$ cat config.mk
export PLATFORM = sky130hd
export DESIGN_NAME = boolean_infix_to_postfix_unit_flat
export DESIGN_NICKNAME = d
export VERILOG_FILES = /design/src/rtl/bip_pkg.sv /design/src/rtl/bip_if.sv /design/src/rtl/bip_front.sv /design/src/rtl/bip_queue.sv /design/src/rtl/bip_back.sv /design/src/rtl/boolean_infix_to_postfix_unit.sv /design/src/flat_wrapper.sv
export SDC_FILE = /design/constraint.sdc
export NUM_CORES = 1
export LEC_CHECK = 0
export BUFFER_PORTS_ARGS = -buffer_cell sky130_fd_sc_hd__buf_2
export CORE_MARGIN = 2
export CORE_UTILIZATION = 40
export DETAILED_ROUTE_END_ITERATION = 6
export SLEW_MARGIN = 20
export SYNTH_ARGS = -nofsm -noshare
export SYNTH_HDL_FRONTEND = slang
export SYNTH_SLANG_ARGS = --single-unit
$ cat constraint.sdc
create_clock -name clk -period 5.7 [get_ports clk]
set_clock_uncertainty 0.1 [all_clocks]
set_input_delay 0.855 -clock clk [delete_from_list [all_inputs] [get_ports clk]]
set_output_delay 0.855 -clock clk [all_outputs]
set_load 0.02 [all_outputs]
$ cat src/rtl/bip_pkg.sv
// package: token codes, command type and precedence for the infix to postfix unit
package bip_pkg;

    localparam int STACK_DEPTH = 32;
    localparam int MAX_TOKENS  = 255;
    localparam int IDX_W       = $clog2(STACK_DEPTH);
    localparam int PTR_W       = $clog2(STACK_DEPTH + 1);
    localparam int CNT_W       = 8;
    localparam int COND_W      = 8;

    // input token kinds
    localparam logic [1:0] MODE_COND = 2'd0;
    localparam logic [1:0] MODE_OPER = 2'd1;
    localparam logic [1:0] MODE_END  = 2'd2;

    // operator codes on the input side
    localparam logic [2:0] OPC_OR    = 3'd0;
    localparam logic [2:0] OPC_AND   = 3'd1;
    localparam logic [2:0] OPC_NOT   = 3'd2;
    localparam logic [2:0] OPC_OPEN  = 3'd3;
    localparam logic [2:0] OPC_CLOSE = 3'd4;

    // operator codes as stored and emitted
    localparam logic [1:0] SOP_OR   = 2'd0;
    localparam logic [1:0] SOP_AND  = 2'd1;
    localparam logic [1:0] SOP_NOT  = 2'd2;
    localparam logic [1:0] SOP_OPEN = 2'd3;

    // result kinds
    localparam logic [1:0] KIND_COND = 2'd0;
    localparam logic [1:0] KIND_OPER = 2'd1;
    localparam logic [1:0] KIND_DONE = 2'd2;

    // error codes
    localparam logic [1:0] ERR_NONE     = 2'd0;
    localparam logic [1:0] ERR_OVERFLOW = 2'd1;
    localparam logic [1:0] ERR_UNMATCH  = 2'd2;

    typedef enum logic [2:0] {
        CMD_COND  = 3'd0,
        CMD_OPER  = 3'd1,
        CMD_OPEN  = 3'd2,
        CMD_CLOSE = 3'd3,
        CMD_END   = 3'd4
    } cmd_kind_t;

    typedef struct packed {
        cmd_kind_t          kind;
        logic [1:0]         op;
        logic [COND_W-1:0]  cond;
    } cmd_t;

    function automatic logic [1:0] prec_of(input logic [1:0] op);
        logic [1:0] p;
        unique case (op)
            SOP_OR:  p = 2'd1;
            SOP_AND: p = 2'd2;
            SOP_NOT: p = 2'd3;
            default: p = 2'd0;
        endcase
        return p;
    endfunction

endpackage

$ cat src/rtl/bip_if.sv
// stream interfaces for tokens in and postfix results out
interface bip_in_if;
    logic       valid;
    logic       ready;
    logic [1:0] mode;
    logic [2:0] op_code;
    logic [7:0] cond_index;

    modport source (output valid, output mode, output op_code, output cond_index, input ready);
    modport sink   (input valid, input mode, input op_code, input cond_index, output ready);
endinterface

interface bip_out_if;
    logic       valid;
    logic       ready;
    logic [1:0] out_kind;
    logic [1:0] out_op;
    logic [7:0] out_cond;
    logic [7:0] out_count;
    logic [1:0] error_code;
    logic       last;

    modport source (output valid, output out_kind, output out_op, output out_cond,
                    output out_count, output error_code, output last, input ready);
    modport sink   (input valid, input out_kind, input out_op, input out_cond,
                    input out_count, input error_code, input last, output ready);
endinterface

$ cat src/rtl/bip_front.sv
// front end: accepts tokens, drops undefined ones and classifies the rest into commands
module bip_front
    import bip_pkg::*;
(
    bip_in_if.sink tokens,
    output logic   cmd_valid,
    output cmd_t   cmd,
    input  logic   cmd_ready
);

    logic legal;

    always_comb
    begin
        legal    = 1'b1;
        cmd.kind = CMD_COND;
        cmd.op   = tokens.op_code[1:0];
        cmd.cond = tokens.cond_index;
        unique case (tokens.mode)
            MODE_COND: cmd.kind = CMD_COND;
            MODE_OPER:
            begin
                unique case (tokens.op_code)
                    OPC_OR, OPC_AND, OPC_NOT: cmd.kind = CMD_OPER;
                    OPC_OPEN:                 cmd.kind = CMD_OPEN;
                    OPC_CLOSE:                cmd.kind = CMD_CLOSE;
                    default:                  legal    = 1'b0;
                endcase
            end
            MODE_END: cmd.kind = CMD_END;
            default:  legal    = 1'b0;
        endcase
    end

    // undefined tokens are still taken, they just never reach the queue
    assign tokens.ready = cmd_ready;
    assign cmd_valid    = tokens.valid && legal;

endmodule

$ cat src/rtl/bip_queue.sv
// two-entry command queue between front and back
module bip_queue
    import bip_pkg::*;
(
    input  logic clk,
    input  logic rst_n,
    input  logic wr_valid,
    input  cmd_t wr_cmd,
    output logic wr_ready,
    output logic rd_valid,
    output cmd_t rd_cmd,
    input  logic rd_ready
);

    cmd_t       entry_reg [2];
    logic       wr_ptr_reg, wr_ptr_next;
    logic       rd_ptr_reg, rd_ptr_next;
    logic [1:0] fill_reg, fill_next;
    logic       do_wr, do_rd;

    assign wr_ready = (fill_reg != 2'd2);
    assign rd_valid = (fill_reg != 2'd0);
    assign rd_cmd   = entry_reg[rd_ptr_reg];
    assign do_wr    = wr_valid && wr_ready;
    assign do_rd    = rd_valid && rd_ready;

    always_comb
    begin
        wr_ptr_next = wr_ptr_reg ^ do_wr;
        rd_ptr_next = rd_ptr_reg ^ do_rd;
        fill_next   = fill_reg + {1'b0, do_wr} - {1'b0, do_rd};
    end

    always_ff @(posedge clk or negedge rst_n)
    begin
        if (!rst_n)
        begin
            wr_ptr_reg <= 1'b0;
            rd_ptr_reg <= 1'b0;
            fill_reg   <= 2'd0;
        end
        else
        begin
            wr_ptr_reg <= wr_ptr_next;
            rd_ptr_reg <= rd_ptr_next;
            fill_reg   <= fill_next;
        end
    end

    always_ff @(posedge clk)
    begin
        if (do_wr)
            entry_reg[wr_ptr_reg] <= wr_cmd;
    end

endmodule

$ cat src/rtl/bip_back.sv
// back end: operator stack, pop loop and result register
module bip_back
    import bip_pkg::*;
(
    input  logic       clk,
    input  logic       rst_n,
    input  logic       cmd_valid,
    input  cmd_t       cmd,
    output logic       cmd_ready,
    bip_out_if.source  results
);

    logic [1:0]        stack_mem [STACK_DEPTH];
    logic [1:0]        top_reg;
    logic [PTR_W-1:0]  ptr_reg, ptr_next;
    logic [CNT_W-1:0]  cnt_reg, cnt_next;
    logic [1:0]        err_reg, err_next;
    logic              hold_valid_reg, hold_valid_next;
    logic [1:0]        hold_op_reg, hold_op_next;

    logic              out_valid_reg, out_valid_next;
    logic [1:0]        out_kind_reg, out_kind_next;
    logic [1:0]        out_op_reg, out_op_next;
    logic [7:0]        out_cond_reg, out_cond_next;
    logic [7:0]        out_count_reg, out_count_next;
    logic [1:0]        out_err_reg, out_err_next;
    logic              out_last_reg, out_last_next;

    logic [PTR_W-1:0]  ptr_m1;
    logic [PTR_W-1:0]  ptr_m2;
    logic [1:0]        top_op;
    logic [CNT_W-1:0]  cnt_inc;
    logic              can_load;
    logic              load;
    logic              cont;
    logic              push_en;
    logic              pop_en;
    logic [1:0]        push_op;

    assign ptr_m1   = ptr_reg - PTR_W'(1);
    assign ptr_m2   = ptr_reg - PTR_W'(2);
    // top_reg mirrors the entry just below the pointer
    assign top_op   = top_reg;
    assign cnt_inc  = (cnt_reg < CNT_W'(MAX_TOKENS)) ? cnt_reg + CNT_W'(1) : cnt_reg;
    assign can_load = !out_valid_reg || results.ready;

    always_comb
    begin
        ptr_next        = ptr_reg;
        cnt_next        = cnt_reg;
        err_next        = err_reg;
        hold_valid_next = hold_valid_reg;
        hold_op_next    = hold_op_reg;
        cmd_ready       = 1'b0;
        load            = 1'b0;
        push_en         = 1'b0;
        pop_en          = 1'b0;
        push_op         = cmd.op;
        out_kind_next   = KIND_OPER;
        out_op_next     = 2'd0;
        out_cond_next   = 8'd0;
        out_count_next  = 8'd0;
        out_err_next    = err_reg;
        out_last_next   = 1'b0;

        if (cmd.kind == CMD_CLOSE)
            cont = (ptr_reg != '0) && (top_op != SOP_OPEN);
        else
            cont = (ptr_reg != '0) && (prec_of(cmd.op) <= prec_of(top_op));

        if (cmd_valid)
        begin
            unique case (cmd.kind)
                CMD_COND:
                begin
                    if (can_load)
                    begin
                        load          = 1'b1;
                        out_kind_next = KIND_COND;
                        out_cond_next = cmd.cond;
                        out_last_next = 1'b1;
                        cnt_next      = cnt_inc;
                        cmd_ready     = 1'b1;
                    end
                end
                CMD_OPEN:
                begin
                    push_op   = SOP_OPEN;
                    cmd_ready = 1'b1;
                    if (ptr_reg >= PTR_W'(STACK_DEPTH))
                    begin
                        if (err_reg == ERR_NONE)
                            err_next = ERR_OVERFLOW;
                    end
                    else
                    begin
                        push_en  = 1'b1;
                        ptr_next = ptr_reg + PTR_W'(1);
                    end
                end
                CMD_OPER, CMD_CLOSE:
                begin
                    // a popped entry waits in the hold register until the next top
                    // tells whether it is the last result of this token
                    if (!hold_valid_reg || can_load)
                    begin
                        if (hold_valid_reg)
                        begin
                            load          = 1'b1;
                            out_op_next   = hold_op_reg;
                            out_last_next = !cont;
                        end
                        if (cont)
                        begin
                            hold_valid_next = 1'b1;
                            hold_op_next    = top_op;
                            ptr_next        = ptr_m1;
                            pop_en          = 1'b1;
                            cnt_next        = cnt_inc;
                        end
                        else
                        begin
                            hold_valid_next = 1'b0;
                            cmd_ready       = 1'b1;
                            if (cmd.kind == CMD_CLOSE)
                            begin
                                if (ptr_reg != '0)
                                begin
                                    ptr_next = ptr_m1;
                                    pop_en   = 1'b1;
                                end
                                else if (err_reg == ERR_NONE)
                                    err_next = ERR_UNMATCH;
                            end
                            else if (ptr_reg >= PTR_W'(STACK_DEPTH))
                            begin
                                if (err_reg == ERR_NONE)
                                    err_next = ERR_OVERFLOW;
                            end
                            else
                            begin
                                push_en  = 1'b1;
                                ptr_next = ptr_reg + PTR_W'(1);
                            end
                        end
                    end
                end
                CMD_END:
                begin
                    if (can_load)
                    begin
                        load = 1'b1;
                        if (ptr_reg != '0)
                        begin
                            out_op_next = top_op;
                            ptr_next    = ptr_m1;
                            pop_en      = 1'b1;
                            cnt_next    = cnt_inc;
                        end
                        else
                        begin
                            out_kind_next  = KIND_DONE;
                            out_count_next = cnt_reg;
                            out_last_next  = 1'b1;
                            ptr_next       = '0;
                            cnt_next       = '0;
                            err_next       = ERR_NONE;
                            cmd_ready      = 1'b1;
                        end
                    end
                end
                default: ;
            endcase
        end

        if (load)
            out_valid_next = 1'b1;
        else if (results.ready)
            out_valid_next = 1'b0;
        else
            out_valid_next = out_valid_reg;
    end

    always_ff @(posedge clk or negedge rst_n)
    begin
        if (!rst_n)
        begin
            ptr_reg        <= '0;
            cnt_reg        <= '0;
            err_reg        <= ERR_NONE;
            hold_valid_reg <= 1'b0;
            out_valid_reg  <= 1'b0;
        end
        else
        begin
            ptr_reg        <= ptr_next;
            cnt_reg        <= cnt_next;
            err_reg        <= err_next;
            hold_valid_reg <= hold_valid_next;
            out_valid_reg  <= out_valid_next;
        end
    end

    always_ff @(posedge clk)
    begin
        hold_op_reg <= hold_op_next;
        if (push_en)
        begin
            stack_mem[ptr_reg[IDX_W-1:0]] <= push_op;
            top_reg                       <= push_op;
        end
        else if (pop_en)
            top_reg <= stack_mem[ptr_m2[IDX_W-1:0]];
        if (load)
        begin
            out_kind_reg  <= out_kind_next;
            out_op_reg    <= out_op_next;
            out_cond_reg  <= out_cond_next;
            out_count_reg <= out_count_next;
            out_err_reg   <= out_err_next;
            out_last_reg  <= out_last_next;
        end
    end

    assign results.valid      = out_valid_reg;
    assign results.out_kind   = out_kind_reg;
    assign results.out_op     = out_op_reg;
    assign results.out_cond   = out_cond_reg;
    assign results.out_count  = out_count_reg;
    assign results.error_code = out_err_reg;
    assign results.last       = out_last_reg;

endmodule

$ cat src/rtl/boolean_infix_to_postfix_unit.sv
// top level: boolean infix to postfix reorderer with operator stack
//
//   channel   dir   transfer holds
//   tokens    in    mode, op_code, cond_index
//   results   out   out_kind, out_op, out_cond, out_count, error_code, last
//
// a condition is emitted and an open bracket is pushed; an operator or close
// bracket pops stack entries, then is itself pushed or discarded; the end
// marker pops every entry, then emits the done item. the pop loop moves one
// stack entry a cycle unless the results channel stalls.
// reset clears pointer, count and error; stack contents stay undefined.
// a two-entry command queue lets the front take tokens while the back stalls.
module boolean_infix_to_postfix_unit
    import bip_pkg::*;
(
    input  logic       clk,
    input  logic       rst_n,
    bip_in_if.sink     tokens,
    bip_out_if.source  results
);

    logic fq_valid, fq_ready;
    cmd_t fq_cmd;
    logic qb_valid, qb_ready;
    cmd_t qb_cmd;

    bip_front u_front (
        .tokens    (tokens),
        .cmd_valid (fq_valid),
        .cmd       (fq_cmd),
        .cmd_ready (fq_ready)
    );

    bip_queue u_queue (
        .clk      (clk),
        .rst_n    (rst_n),
        .wr_valid (fq_valid),
        .wr_cmd   (fq_cmd),
        .wr_ready (fq_ready),
        .rd_valid (qb_valid),
        .rd_cmd   (qb_cmd),
        .rd_ready (qb_ready)
    );

    bip_back u_back (
        .clk       (clk),
        .rst_n     (rst_n),
        .cmd_valid (qb_valid),
        .cmd       (qb_cmd),
        .cmd_ready (qb_ready),
        .results   (results)
    );

endmodule
$ cat src/flat_wrapper.sv
// flat-port wrapper written by rule: the top's interface ports become plain ports
module boolean_infix_to_postfix_unit_flat import bip_pkg::*;
  (clk, rst_n, tokens_valid, tokens_mode, tokens_op_code, tokens_cond_index, tokens_ready, results_valid, results_out_kind, results_out_op, results_out_cond, results_out_count, results_error_code, results_last, results_ready);
  bip_in_if tokens_i ();
  bip_out_if results_i ();
  input  logic clk;
  input  logic rst_n;
  input wire logic [$bits(tokens_i.valid)-1:0] tokens_valid;
  input wire logic [$bits(tokens_i.mode)-1:0] tokens_mode;
  input wire logic [$bits(tokens_i.op_code)-1:0] tokens_op_code;
  input wire logic [$bits(tokens_i.cond_index)-1:0] tokens_cond_index;
  output wire logic [$bits(tokens_i.ready)-1:0] tokens_ready;
  output wire logic [$bits(results_i.valid)-1:0] results_valid;
  output wire logic [$bits(results_i.out_kind)-1:0] results_out_kind;
  output wire logic [$bits(results_i.out_op)-1:0] results_out_op;
  output wire logic [$bits(results_i.out_cond)-1:0] results_out_cond;
  output wire logic [$bits(results_i.out_count)-1:0] results_out_count;
  output wire logic [$bits(results_i.error_code)-1:0] results_error_code;
  output wire logic [$bits(results_i.last)-1:0] results_last;
  input wire logic [$bits(results_i.ready)-1:0] results_ready;
  assign tokens_i.valid = tokens_valid;
  assign tokens_i.mode = tokens_mode;
  assign tokens_i.op_code = tokens_op_code;
  assign tokens_i.cond_index = tokens_cond_index;
  assign tokens_ready = tokens_i.ready;
  assign results_valid = results_i.valid;
  assign results_out_kind = results_i.out_kind;
  assign results_out_op = results_i.out_op;
  assign results_out_cond = results_i.out_cond;
  assign results_out_count = results_i.out_count;
  assign results_error_code = results_i.error_code;
  assign results_last = results_i.last;
  assign results_i.ready = results_ready;
  boolean_infix_to_postfix_unit u_core (.clk(clk), .rst_n(rst_n), .tokens(tokens_i), .results(results_i));
endmodule
==> reports/results.ini <==
[synthesis]
async_flop_share_pct=15.8
syn_avg_cell_area_sq_um=13.9
synth-seq-area-share_pct=61.3
syn_area_sq_um=6630
synthesis.nets=517
netlist_instances=478
ys_warn_count=0
synth_edf_count=117
synth-main-ff-cell=edfxtp_1
ys_types=75
ys_ff_latch=139

[final_layout]
drive_gt1_share_pct=23.0
final_common_cell=edfxtp_1
final_cell_mix=edfxtp_1, nor2_1, buf_2
fin_nets=561
diodes=0
layout.cells.non_filler=755
largest_reg_flops=64
areaGrowthSynthToFinish_pct=15.4
nFillCells=1451

[timing]
fin_crit_ns=3.90
slew_headroom_pct=29.2
fmax_ghz=0.257
period_share_pct=68.4
setup_tns_ns=0
rsz0062_at_grt=false
worstMarginPinSlew_ns=1.06
finalMaxSlewViolations=0
finalSetupViolations=0
hold_violations=0

[global_route]
antenna_found_initial=0
overflow=0
grt_max_degree=33
track_usage_pct=15.9
grt_pass1_wl_um=21700
grt_pass1_vias=4138

[routing]
drcViolationCount=0
drt_iter0_drc=426
num_vias=4040
firstDrtPassIters=4
wl_met3_um=559
wl_per_cell_um=17.4
highest_layer=met4
wl_met1_um=5950
vias_per_cell=5.35
postRouteAntennaNets=0
wirelength_um=13100
route.met2.wl_um=6440

[run_status]
status=complete, no violations

[critical_path]
worstPathArrival_ns=3.90
r2r_end=u_core.u_back.stack_mem[9][1]
r2r-start=u_core.u_queue.rd_ptr_reg
critPathKind=reg2reg
critPathCaptureType=register
r2r_setup_slack_ns=1.80
worst-r2r-cell-count=9
crit_path_start_kind=register
path_cells=mux2i_1, xor2_1, ha_1, nor2b_1, o21a_1, o2111ai_1, a21oi_2, nand2_1, nor2_1
critPathSlowestCell=dfrtp_1
worstPathRequired_ns=5.70
slowest_delay_ns=1.04
crit_path_max_fanout=27

[power]
total_power_uw=4190
cellPowerDensity_nw_per_um2=547
p_leak_uw=0.00278
ir_worst_vdd_uv=270

[clock_tree]
cts_tree=built
cts.sinks=139
holdBufCountCts=0
clk_latency_ns=0.42
numCtsBuffers=17
htree_levels=4
cts.path.max_buffers=2
ctsResizeCount=0
cts-root-buf=clkbuf_16
clkTransAtPathRegs_ns=0.06
cts_setup_buffers=0

[placement]
placedCellCount=723
globalplace.congestion=0.820
io_buffers=41
dp_hpwl_um=8990

[hold_path]
hold_class=in2async

[die]
start_util_pct=40.4
die_h_um=133
row_count=47
die_area_sq_um=17600
pin_count=42
die_w_um=133
core_area_sq_um=16400

[run]
maxCapViolCount=0

[Yosys cell counts, types with 9 or more instances]
master | instances | area (sq um)
a21oi_1 | 14 | 70.1
and3_1 | 9 | 56.3
clkbuf_1 | 9 | 33.8
dfrtp_1 | 22 | 551
edfxtp_1 | 117 | 3510
ha_1 | 22 | 275
inv_1 | 17 | 63.8
mux2i_1 | 14 | 140
mux4_2 | 20 | 450
nand2_1 | 31 | 116
nand3_1 | 10 | 50.1
nor2_1 | 61 | 229
o21ai_0 | 15 | 75.1
[metrics by stage]
step | cell area, sq um | utilization, % | hold slack [ns] | worst slack (ns)
final | 7660 | 46.7 | 0.319 | 1.80
after global routing | 7660 | 46.7 | 0.333 | 1.44
after CTS | 7650 | 46.6 | 0.322 | 1.85
after detailed placement | 7030 | 42.8 | 0.392 | 1.87
after global placement | 7030 | 42.8 | 0.391 | 1.96
after floorplan | 6630 | - | 0.348 | 2.27
[worst max-delay path by stage]
stage | slack [ns] | cells after the start | startpoint | endpoint
finish | 1.80 | 9 | u_core.u_queue.rd_ptr_reg | u_core.u_back.stack_mem[9][1]
global placement | 1.96 | 12 | u_core.u_back.ptr_reg[1] | u_core.u_queue.fill_reg[1]
global route | 1.44 | 9 | u_core.u_queue.rd_ptr_reg | u_core.u_back.stack_mem[13][1]
detailed placement | 1.87 | 9 | u_core.u_queue.rd_ptr_reg | u_core.u_back.stack_mem[6][0]
CTS | 1.85 | 9 | u_core.u_queue.rd_ptr_reg | u_core.u_back.stack_mem[9][1]
floorplan | 2.27 | 16 | u_core.u_queue.rd_ptr_reg | u_core.u_queue.fill_reg[1]
[where the power goes]
group	switching (uW)	total (uW)	internal (uW)	leakage (uW)
clock	418	1150	732	0.000289
combinational	884	1490	606	0.00114
sequential	190	1550	1360	0.00135
[layout make-up]
type | instances | area, sq um | share of cell area [%]
Clock buffer | 18 | 429 | 5.60
Clock inverter | 14 | 194 | 2.53
Inverter | 17 | 63.8 | 0.833
Multi-Input combinational cell | 305 | 2420 | 31.6
Sequential cell | 139 | 4060 | 53.1
Tap cell | 220 | 275 | 3.59
Timing Repair Buffer | 42 | 213 | 2.78
[metal layers]
layer	vias up	GRT usage [%]
met5	-	0
met2	98	25.8
met1	2007	20.9
met4	0	5.50
met3	17	4.25
li1	1918	-
[kinds of logic (layout without fill, tap and decap cells)]
family          Yosys count  count (layout)  synth area share (%)
mux                      36              36                  9.24
xor+xnor                  7               7                 0.924
buf+inv                  34              91                  2.36
compound gates           81              81                  9.83
simple gates            158             158                  12.1
fa+ha+maj                23              23                  4.30
flops                   139             139                  61.3
[worst max-delay path, delay by kind of cell (launching register included)]
kind / cells / cell delay [ns]
mux: 1 / 0.48
fa+ha+maj: 1 / 0.31
flops: 1 / 1.04
xor+xnor: 1 / 0.13
compound gates: 3 / 0.70
simple gates: 3 / 0.82
Power figures use the tool's default switching activity.
